File: config.mk
export PLATFORM = sky130hd
export DESIGN_NAME = staggered_tick_scheduler
export DESIGN_NICKNAME = d
export VERILOG_FILES = /design/src/rtl/core/sts_pkg.sv /design/src/rtl/core/staggered_tick_scheduler.sv
export SDC_FILE = /design/constraint.sdc
export NUM_CORES = 2
export LEC_CHECK = 0
export BUFFER_PORTS_ARGS = -buffer_cell sky130_fd_sc_hd__buf_4
export CAP_MARGIN = 30
export CORE_UTILIZATION = 60
export DETAILED_ROUTE_END_ITERATION = 10
export PLACE_DENSITY_LB_ADDON = 0.05
export SETUP_SLACK_MARGIN = 0.15
export SLEW_MARGIN = 20
export SYNTH_ARGS = -nofsm -noshare
export SYNTH_HDL_FRONTEND = slang
export SYNTH_SLANG_ARGS = --single-unit
export TNS_END_PERCENT = 5
File: constraint.sdc
create_clock -name clk -period 17.7 [get_ports clk]
set_input_delay 1.77 -clock clk [delete_from_list [all_inputs] [get_ports clk]]
set_output_delay 1.77 -clock clk [all_outputs]
set_load 0.01 [all_outputs]
File: src/rtl/core/sts_pkg.sv
`timescale 1ns / 1ps
package sts_pkg;
	localparam logic [1:0] CMD_ADD    = 2'd0;
	localparam logic [1:0] CMD_REMOVE = 2'd1;
	localparam logic [1:0] CMD_UPDATE = 2'd2;
	localparam logic [1:0] CMD_QUERY  = 2'd3;

	localparam logic [2:0] KIND_ADD    = 3'd0;
	localparam logic [2:0] KIND_REMOVE = 3'd1;
	localparam logic [2:0] KIND_QUERY  = 3'd2;
	localparam logic [2:0] KIND_TICK   = 3'd3;
	localparam logic [2:0] KIND_DONE   = 3'd4;

	localparam logic [1:0] ST_OK       = 2'd0;
	localparam logic [1:0] ST_NOTFOUND = 2'd1;
	localparam logic [1:0] ST_FULL     = 2'd2;

	localparam logic CFG_INTERVAL = 1'b0;
	localparam logic CFG_BUDGET   = 1'b1;

	localparam logic [16:0] TICK_CLAMP = 17'd2048;
	localparam logic [15:0] INTERVAL_RESET = 16'd819;

	typedef enum logic [5:0] {
		S_IDLE  = 6'b000001,
		S_SCAN  = 6'b000010,
		S_DONE  = 6'b000100,
		S_URD   = 6'b001000,
		S_UWR   = 6'b010000,
		S_FIN   = 6'b100000
	} state_t;
endpackage

File: src/rtl/core/staggered_tick_scheduler.sv
`timescale 1ns / 1ps
// Channel   | Ports                                               | Handshake
// command   | cmd, client_id, elapsed                             | start / busy
// config    | cfg_we, cfg_index, cfg_data                         | cfg_we
// result    | kind, status, slot, ticked_id, tick_time, tick_count, last | result_valid
// Add, remove and query scan the used slots one per cycle in S_SCAN, then pass S_DONE;
// the answer is on the ports in the cycle after S_DONE, when busy has dropped.
// Update spends the S_URD state on the first read, then walks one slot per cycle, the read
// of the next slot overlapping the write-back of the current one, and ends in S_FIN;
// the walk stops early when the budget ends it. A tick result is on the
// ports in the cycle after its write-back, the done result in the cycle after S_FIN.
// Reset clears valid bits and counters at once; no sweep.
// Results cannot be stalled; busy is already low in the cycle the last result is on the ports.
module staggered_tick_scheduler import sts_pkg::*; #(
	parameter int SLOTS = 32
) (
	input  logic        clk,
	input  logic        arst_n,
	input  logic        start,
	output logic        busy,
	input  logic [1:0]  cmd,
	input  logic [31:0] client_id,
	input  logic [15:0] elapsed,
	input  logic        cfg_we,
	input  logic        cfg_index,
	input  logic [15:0] cfg_data,
	output logic        result_valid,
	output logic [2:0]  kind,
	output logic [1:0]  status,
	output logic [4:0]  slot,
	output logic [31:0] ticked_id,
	output logic [11:0] tick_time,
	output logic [5:0]  tick_count,
	output logic        last
);
	localparam int IW = (SLOTS > 1) ? $clog2(SLOTS) : 1;
	localparam int CW = $clog2(SLOTS + 1);

	state_t state_q;
	logic [15:0] interval_q;
	logic [5:0] budget_q;
	logic [SLOTS-1:0] valid_q;
	logic [CW-1:0] used_q, live_q, pos_q, done_cnt_q;
	logic [IW-1:0] cursor_q, idx_q, hit_q, free_q;
	logic hit_v_q, free_v_q;
	logic [1:0] cmd_q;
	logic [31:0] id_q;
	logic [15:0] elapsed_q;
	logic [5:0] ticked_q;

	logic [31:0] client_mem [SLOTS];
	logic [16:0] accum_mem [SLOTS];
	logic [31:0] client_rd_s1;
	logic [16:0] accum_rd_s1;
	logic rd_valid_s1;

	logic [IW-1:0] rd_addr;
	logic client_we, accum_we;
	logic [IW-1:0] wr_addr;
	logic [31:0] client_wd;
	logic [16:0] accum_wd;

	logic [16:0] sum;
	logic tick_now;
	logic [19:0] stag_prod;
	logic [IW-1:0] next_idx, idx_plus;
	logic [5:0] ticked_nx;
	logic budget_hit;

	logic add_full;
	logic [IW-1:0] add_slot;

	assign busy = (state_q != S_IDLE);
	assign sum = accum_rd_s1 + {1'b0, elapsed_q};
	assign tick_now = rd_valid_s1 && (sum >= {1'b0, interval_q});
	assign ticked_nx = ticked_q + 6'd1;
	assign budget_hit = (budget_q != 6'd0) && (ticked_nx >= budget_q);
	assign stag_prod = {16'd0, id_q[3:0]} * {4'd0, interval_q};
	assign idx_plus = idx_q + IW'(1);
	assign next_idx = ({{(CW-IW){1'b0}}, idx_q} + CW'(1) >= used_q) ? '0 : idx_plus;

	// result fields
	assign add_full = !hit_v_q && !free_v_q && (used_q == CW'(SLOTS));
	assign add_slot = hit_v_q ? ((free_v_q && free_q < hit_q) ? free_q : hit_q)
		: (free_v_q ? free_q : used_q[IW-1:0]);

	always_comb begin
		rd_addr = idx_q;
		if (state_q == S_UWR)
			rd_addr = next_idx;
		if (state_q == S_SCAN)
			rd_addr = idx_plus;
		if (state_q == S_IDLE)
			rd_addr = '0;
	end

	// memories: one write and one registered read port each
	always_ff @(posedge clk) begin
		if (client_we)
			client_mem[wr_addr] <= client_wd;
		if (accum_we)
			accum_mem[wr_addr] <= accum_wd;
		client_rd_s1 <= client_mem[rd_addr];
		accum_rd_s1 <= accum_mem[rd_addr];
	end

	always_comb begin
		client_we = 1'b0;
		accum_we = 1'b0;
		wr_addr = idx_q;
		client_wd = id_q;
		accum_wd = '0;
		if (state_q == S_DONE && cmd_q == CMD_ADD && !add_full) begin
			client_we = 1'b1;
			accum_we = 1'b1;
			wr_addr = add_slot;
			accum_wd = {1'b0, stag_prod[19:4]};
		end
		if (state_q == S_UWR && rd_valid_s1) begin
			accum_we = 1'b1;
			accum_wd = tick_now ? 17'd0 : sum;
		end
	end

	always_ff @(posedge clk or negedge arst_n) begin
		if (!arst_n) begin
			state_q <= S_IDLE;
			interval_q <= INTERVAL_RESET;
			budget_q <= '0;
			valid_q <= '0;
			used_q <= '0;
			live_q <= '0;
			cursor_q <= '0;
			result_valid <= 1'b0;
			rd_valid_s1 <= 1'b0;
		end else begin
			result_valid <= 1'b0;
			if (cfg_we) begin
				if (cfg_index == CFG_INTERVAL)
					interval_q <= cfg_data;
				else
					budget_q <= cfg_data[5:0];
			end
			case (state_q)
				S_IDLE: begin
					if (start) begin
						cmd_q <= cmd;
						id_q <= client_id;
						elapsed_q <= elapsed;
						idx_q <= '0;
						pos_q <= '0;
						hit_v_q <= 1'b0;
						free_v_q <= 1'b0;
						ticked_q <= '0;
						if (cmd == CMD_UPDATE) begin
							idx_q <= cursor_q;
							done_cnt_q <= '0;
							state_q <= (used_q == '0) ? S_FIN : S_URD;
						end else begin
							state_q <= S_SCAN;
						end
					end
				end
				S_SCAN: begin
					// one slot per cycle, client read registered
					if (pos_q == used_q) begin
						state_q <= S_DONE;
					end else begin
						pos_q <= pos_q + CW'(1);
						idx_q <= idx_plus;
					end
				end
				S_DONE: begin
					result_valid <= 1'b1;
					state_q <= S_IDLE;
				end
				S_URD: state_q <= S_UWR;
				S_UWR: begin
					if (tick_now) begin
						result_valid <= 1'b1;
						ticked_q <= ticked_nx;
					end
					done_cnt_q <= done_cnt_q + CW'(1);
					idx_q <= next_idx;
					if (tick_now && budget_hit) begin
						cursor_q <= next_idx;
						state_q <= S_FIN;
					end else if (done_cnt_q + CW'(1) == used_q) begin
						cursor_q <= (cursor_q + IW'(1) >= used_q[IW-1:0] && used_q != CW'(SLOTS))
							? '0 : ({{(CW-IW){1'b0}}, cursor_q} + CW'(1) == used_q) ? '0
							: cursor_q + IW'(1);
						state_q <= S_FIN;
					end else begin
						state_q <= S_UWR;
					end
				end
				S_FIN: begin
					result_valid <= 1'b1;
					state_q <= S_IDLE;
				end
				default: state_q <= S_IDLE;
			endcase
			rd_valid_s1 <= (state_q == S_URD || state_q == S_UWR) ? valid_q[rd_addr] : 1'b0;
			if (state_q == S_SCAN && pos_q != used_q) begin
				// compare happens on the registered read launched the cycle before
				if (valid_q[idx_q] && client_rd_s1 == id_q && !hit_v_q) begin
					hit_v_q <= 1'b1;
					hit_q <= idx_q;
				end
				if (!valid_q[idx_q] && !free_v_q) begin
					free_v_q <= 1'b1;
					free_q <= idx_q;
				end
			end
			if (state_q == S_DONE) begin
				if (cmd_q == CMD_ADD) begin
					if (!add_full) begin
						if (hit_v_q) begin
							// free the old slot; the id moves to the lowest free one if that lies below it, else keeps its slot
							valid_q[hit_q] <= 1'b0;
							valid_q[add_slot] <= 1'b1;
						end else begin
							valid_q[add_slot] <= 1'b1;
							if (!free_v_q)
								used_q <= used_q + CW'(1);
							live_q <= live_q + CW'(1);
						end
					end
				end else if (cmd_q == CMD_REMOVE && hit_v_q) begin
					valid_q[hit_q] <= 1'b0;
					live_q <= live_q - CW'(1);
				end
			end
		end
	end

	always_ff @(posedge clk) begin
		kind <= KIND_DONE;
		status <= ST_OK;
		slot <= '0;
		ticked_id <= '0;
		tick_time <= '0;
		tick_count <= ticked_q;
		last <= 1'b1;
		if (state_q == S_DONE) begin
			tick_count <= '0;
			ticked_id <= id_q;
			case (cmd_q)
				CMD_ADD: begin
					kind <= KIND_ADD;
					status <= add_full ? ST_FULL : ST_OK;
					slot <= add_full ? 5'd0 : 5'(add_slot);
				end
				CMD_REMOVE: begin
					kind <= KIND_REMOVE;
					status <= hit_v_q ? ST_OK : ST_NOTFOUND;
					slot <= hit_v_q ? 5'(hit_q) : 5'd0;
				end
				default: begin
					kind <= KIND_QUERY;
					status <= hit_v_q ? ST_OK : ST_NOTFOUND;
					slot <= hit_v_q ? 5'(hit_q) : 5'd0;
				end
			endcase
		end else if (state_q == S_UWR) begin
			kind <= KIND_TICK;
			slot <= 5'(idx_q);
			ticked_id <= client_rd_s1;
			tick_time <= (sum > TICK_CLAMP) ? 12'd2048 : sum[11:0];
			tick_count <= ticked_nx;
			last <= 1'b0;
		end
	end

	a_busy_result: assert property (@(posedge clk) disable iff (!arst_n)
		result_valid && last |-> !busy)
		else $error("final result while busy");
	a_used_cap: assert property (@(posedge clk) disable iff (!arst_n)
		used_q <= CW'(SLOTS))
		else $error("slot count overflow");
	a_live_cap: assert property (@(posedge clk) disable iff (!arst_n)
		live_q <= used_q)
		else $error("live count above used");
endmodule
==> results.tsv <==
metric	value	unit
finalWorstPathRequiredPeriod	6.68	ns
postSynth.asyncResetShare	3.98	%
wl_per_cell	27.6	µm
die-height	357	µm
critPathArrivalTime	7.40	ns
finalCritPeriodShare	37.7	%
run_status	completed	
detailedRoute.firstIterationViolations	6778	
finalHoldViolCount	0	
port_buffers	133	
start_util	60.8	%
chain_of_cells_forming_the_critical_path	ha_1, nand3_1, xor2_1, inv_1, ha_1, or4_4, o22ai_2, a21oi_4, o21ai_4, buf_4, buf_12, buf_4, nand2_1, and3_1, a31oi_1, o2111ai_1, o2111ai_1	
synth.lib_cells_used.distinct	87	
grt_setup_unrepaired	no	
tns	0	ns
cpMaxStageDelayCell	sky130_fd_sc_hd__edfxtp_1	
global_route_wire_length_before_repair	316000	µm
critical_path.max_stage_delay	0.88	ns
cts_tree	yes	
grt_use_total	34.2	%
cp_required	18.42	ns
vias_per_cell	6.40	
grt_pass1_vias	47200	
overflow	0	
critical_path.startpoint_type	flip-flop	
yosysTopAreaCellShare	65.7	%
post_synthesis_instance_area	75500	µm²
synth_area_leader_cell	sky130_fd_sc_hd__edfxtp_1	
hold_buffer_count_at_cts	0	
floorplan_die_area	127000	µm²
post_route_cells_drive_above_1_share	11.2	%
synth_warnings	0	
synth_edf_count	1653	
worst-slew-pin-transition	1.11	ns
synth_flop_cell	sky130_fd_sc_hd__edfxtp_1	
path_delay_family	buffers and inverters	
clkLatencyLatePin	0.83	ns
n_fill_cell	8866	
drt_wl_total	217000	µm
post_cts.resized_instances	0	
slew_viol_final	0	
cts-htree-levels	4	
tritoncts_num_sinks	1836	
cts.root.buffer_cell	sky130_fd_sc_hd__clkbuf_16	
power_per_cell_area	153	nW/µm²
syn-instance-count	5906	
antenna_found_initial	3	
cap_violations	0	
critical_path_class	flip-flop to flip-flop	
dp_hpwl	114000	µm
maxSlewHeadroom	25.7	%
leading_cell_type_in_the_layout_fill_and_taps_excluded	sky130_fd_sc_hd__nand2_1	
hold_class	flip-flop to flip-flop	
dr_total_vias	50500	
area_growth_syn_to_layout	12.7	%
top_level_ports	134	
gpl_congestion	0.891	
rows	129	
crit_path_max_fanout	182	
leakage	30.0	nW
grt_start_max_net_pins	183	
cts.reportedPaths.clkPinSlew	0.06	ns
placeableCoreArea	124000	µm²
drt_drc_violations_left	0	
cts_max_path_buffers	3	
crit_buf_inv	4	
post_synth_main_area_contributors	sky130_fd_sc_hd__edfxtp_1, sky130_fd_sc_hd__nand2_1, sky130_fd_sc_hd__dfxtp_1	
number_of_buffers_created_by_cts	183	
drt-pass1-iter-count	5	
total_number_of_nets_in_the_final_design	6261	
setup_violations	0	
final.hold.worst_slack	0.509	ns
avgSynthCellArea	12.8	µm²
die_x	357	µm
mostFrequentLayoutCells	sky130_fd_sc_hd__nand2_1, sky130_fd_sc_hd__edfxtp_1, sky130_fd_sc_hd__nand3_1	
postRouteAntennaNets	0	
maxClockFrequency	150	MHz
number_of_synthesized_register_bits	1836	
endpoint_kind	flip-flop	
fin_skew	0.0382	ns
synth.yosys.seq_area_share	71.1	%
vdd_drop_max	0.150	mV
cts_setup_buffers	0	
final cells by class:
class                           count  area, µm²  area share [%]
Clock inverter                     93        900            1.06
Inverter                          102        383           0.450
Multi-Input combinational cell   3647      20500            24.1
Antenna cell                        3       7.51         0.00882
Timing Repair Buffer              310       2500            2.94
Tap cell                         1637       2050            2.41
Sequential cell                  1836      53700            63.1
Clock buffer                      253       5070            5.95
worst reg2reg max path, cell delays in order, from the launching register on:
cell	delay, ns
sky130_fd_sc_hd__edfxtp_1	0.88
sky130_fd_sc_hd__ha_1	0.36
sky130_fd_sc_hd__nand3_1	0.11
sky130_fd_sc_hd__xor2_1	0.46
sky130_fd_sc_hd__inv_1	0.20
sky130_fd_sc_hd__ha_1	0.24
sky130_fd_sc_hd__or4_4	0.49
sky130_fd_sc_hd__o22ai_2	0.23
sky130_fd_sc_hd__a21oi_4	0.19
sky130_fd_sc_hd__o21ai_4	0.19
sky130_fd_sc_hd__buf_4	0.44
sky130_fd_sc_hd__buf_12	0.65
sky130_fd_sc_hd__buf_4	1.08
sky130_fd_sc_hd__nand2_1	0.16
sky130_fd_sc_hd__and3_1	0.22
sky130_fd_sc_hd__a31oi_1	0.14
sky130_fd_sc_hd__o2111ai_1	0.29
sky130_fd_sc_hd__o2111ai_1	0.26
through the flow:
step                      total power [W]  std cells  utilization [%]  worst slack, ns  area (µm²)
final                              0.0130       7881             68.5            11.02       85100
after global placement            0.00909       7517             63.5            10.98       78900
after global routing               0.0136       7878             68.5            10.67       85100
after detailed placement          0.00917       7522             63.6            10.81       79000
after floorplan                   0.00787       5937                -            11.93       75700
after CTS                          0.0130       7868             68.4            10.79       85000
cells in the mapped netlist, types with 7 or more instances:
cell,count
sky130_fd_sc_hd__fa_1,28
sky130_fd_sc_hd__a21oi_1,44
sky130_fd_sc_hd__edfxtp_1,1653
sky130_fd_sc_hd__nand3_1,429
sky130_fd_sc_hd__a311oi_1,56
sky130_fd_sc_hd__nor4_1,7
sky130_fd_sc_hd__buf_1,19
sky130_fd_sc_hd__o21ai_0,91
sky130_fd_sc_hd__ha_1,82
sky130_fd_sc_hd__xor2_1,42
sky130_fd_sc_hd__o21a_1,10
sky130_fd_sc_hd__and3_1,156
sky130_fd_sc_hd__mux2i_1,62
sky130_fd_sc_hd__nand2b_1,14
sky130_fd_sc_hd__o2111ai_1,102
sky130_fd_sc_hd__dfxtp_1,110
sky130_fd_sc_hd__o21ai_1,7
sky130_fd_sc_hd__a31oi_1,150
sky130_fd_sc_hd__clkbuf_1,174
sky130_fd_sc_hd__a211oi_1,7
sky130_fd_sc_hd__nand2_1,1675
sky130_fd_sc_hd__mux2_2,8
sky130_fd_sc_hd__and2_1,34
sky130_fd_sc_hd__dfstp_2,7
sky130_fd_sc_hd__nand4_1,64
sky130_fd_sc_hd__inv_1,100
sky130_fd_sc_hd__nor2b_1,13
sky130_fd_sc_hd__a32o_1,26
sky130_fd_sc_hd__dfrtp_1,66
sky130_fd_sc_hd__a21o_1,21
sky130_fd_sc_hd__buf_2,141
sky130_fd_sc_hd__a32oi_1,101
sky130_fd_sc_hd__xnor2_1,54
sky130_fd_sc_hd__nor2_1,162
sky130_fd_sc_hd__nor3_1,15
sky130_fd_sc_hd__a22o_1,39
sky130_fd_sc_hd__buf_6,10
sky130_fd_sc_hd__o22ai_1,15
sky130_fd_sc_hd__or3_1,10
sky130_fd_sc_hd__a22oi_1,7
sky130_fd_sc_hd__o211ai_1,9
sky130_fd_sc_hd__buf_4,8
power breakdown:
part / internal, W / switching, W
Sequential: 0.00486 / 0.000123
Clock: 0.00219 / 0.00166
Combinational: 0.00127 / 0.00294
sequential cells by signal, indices dropped and copies added (netlist names), 6 cells and up:
name,count
interval_q,16
done_cnt_q,6
tick_time,12
accum_mem,544
used_q,6
client_wd,32
ticked_id,32
ticked_q,6
tick_count,6
accum_rd_s1,17
client_rd_s1,32
state_q,6
elapsed_q,16
budget_q,6
pos_q,6
client_mem,1024
valid_q,32
worst paths after layout:
path                                           startpoint                  endpoint  slack, ns  cells past startpoint
worst min-delay path            ticked_q[5]$_SDFFCE_PN0P_  tick_count[5]$_SDFF_PP0_       0.51                      1
min in group asynchronous                          arst_n     used_q[4]$_DFFE_PN0P_       0.86                      1
worst min register to register  ticked_q[5]$_SDFFCE_PN0P_  tick_count[5]$_SDFF_PP0_       0.51                      1
worst max-delay path                   idx_q[1]$_DFFE_PP_   accum_rd_s1[11]$_DFF_P_      11.02                     17
max in group asynchronous                          arst_n   valid_q[12]$_DFFE_PN0P_      15.73                      2
worst max register to register         idx_q[1]$_DFFE_PP_   accum_rd_s1[11]$_DFF_P_      11.02                     17
per-layer routing:
metal / GRT usage (%) / wire length, µm / vias up
met2: 53.8 / 101000 / 2830
met5: 0 / 18 / -
li1: - / - / 22100
met3: 5.13 / 21100 / 483
met4: 14.6 / 9350 / 4
met1: 48.0 / 85600 / 25100
cell families after synthesis:
| logic type | synth area share (%) |
|---|---|
| flip-flops | 71.1 |
| buffers and inverters | 2.63 |
| multiplexers | 1.06 |
| adder cells (fa/ha/maj) | 2.10 |
| AO/OA/AOI/OAI | 7.21 |
| XOR/XNOR | 1.11 |
| AND/OR/NAND/NOR | 14.8 |
| other | 0.00496 |
No activity file was read; power rests on OpenSTA's default activity.
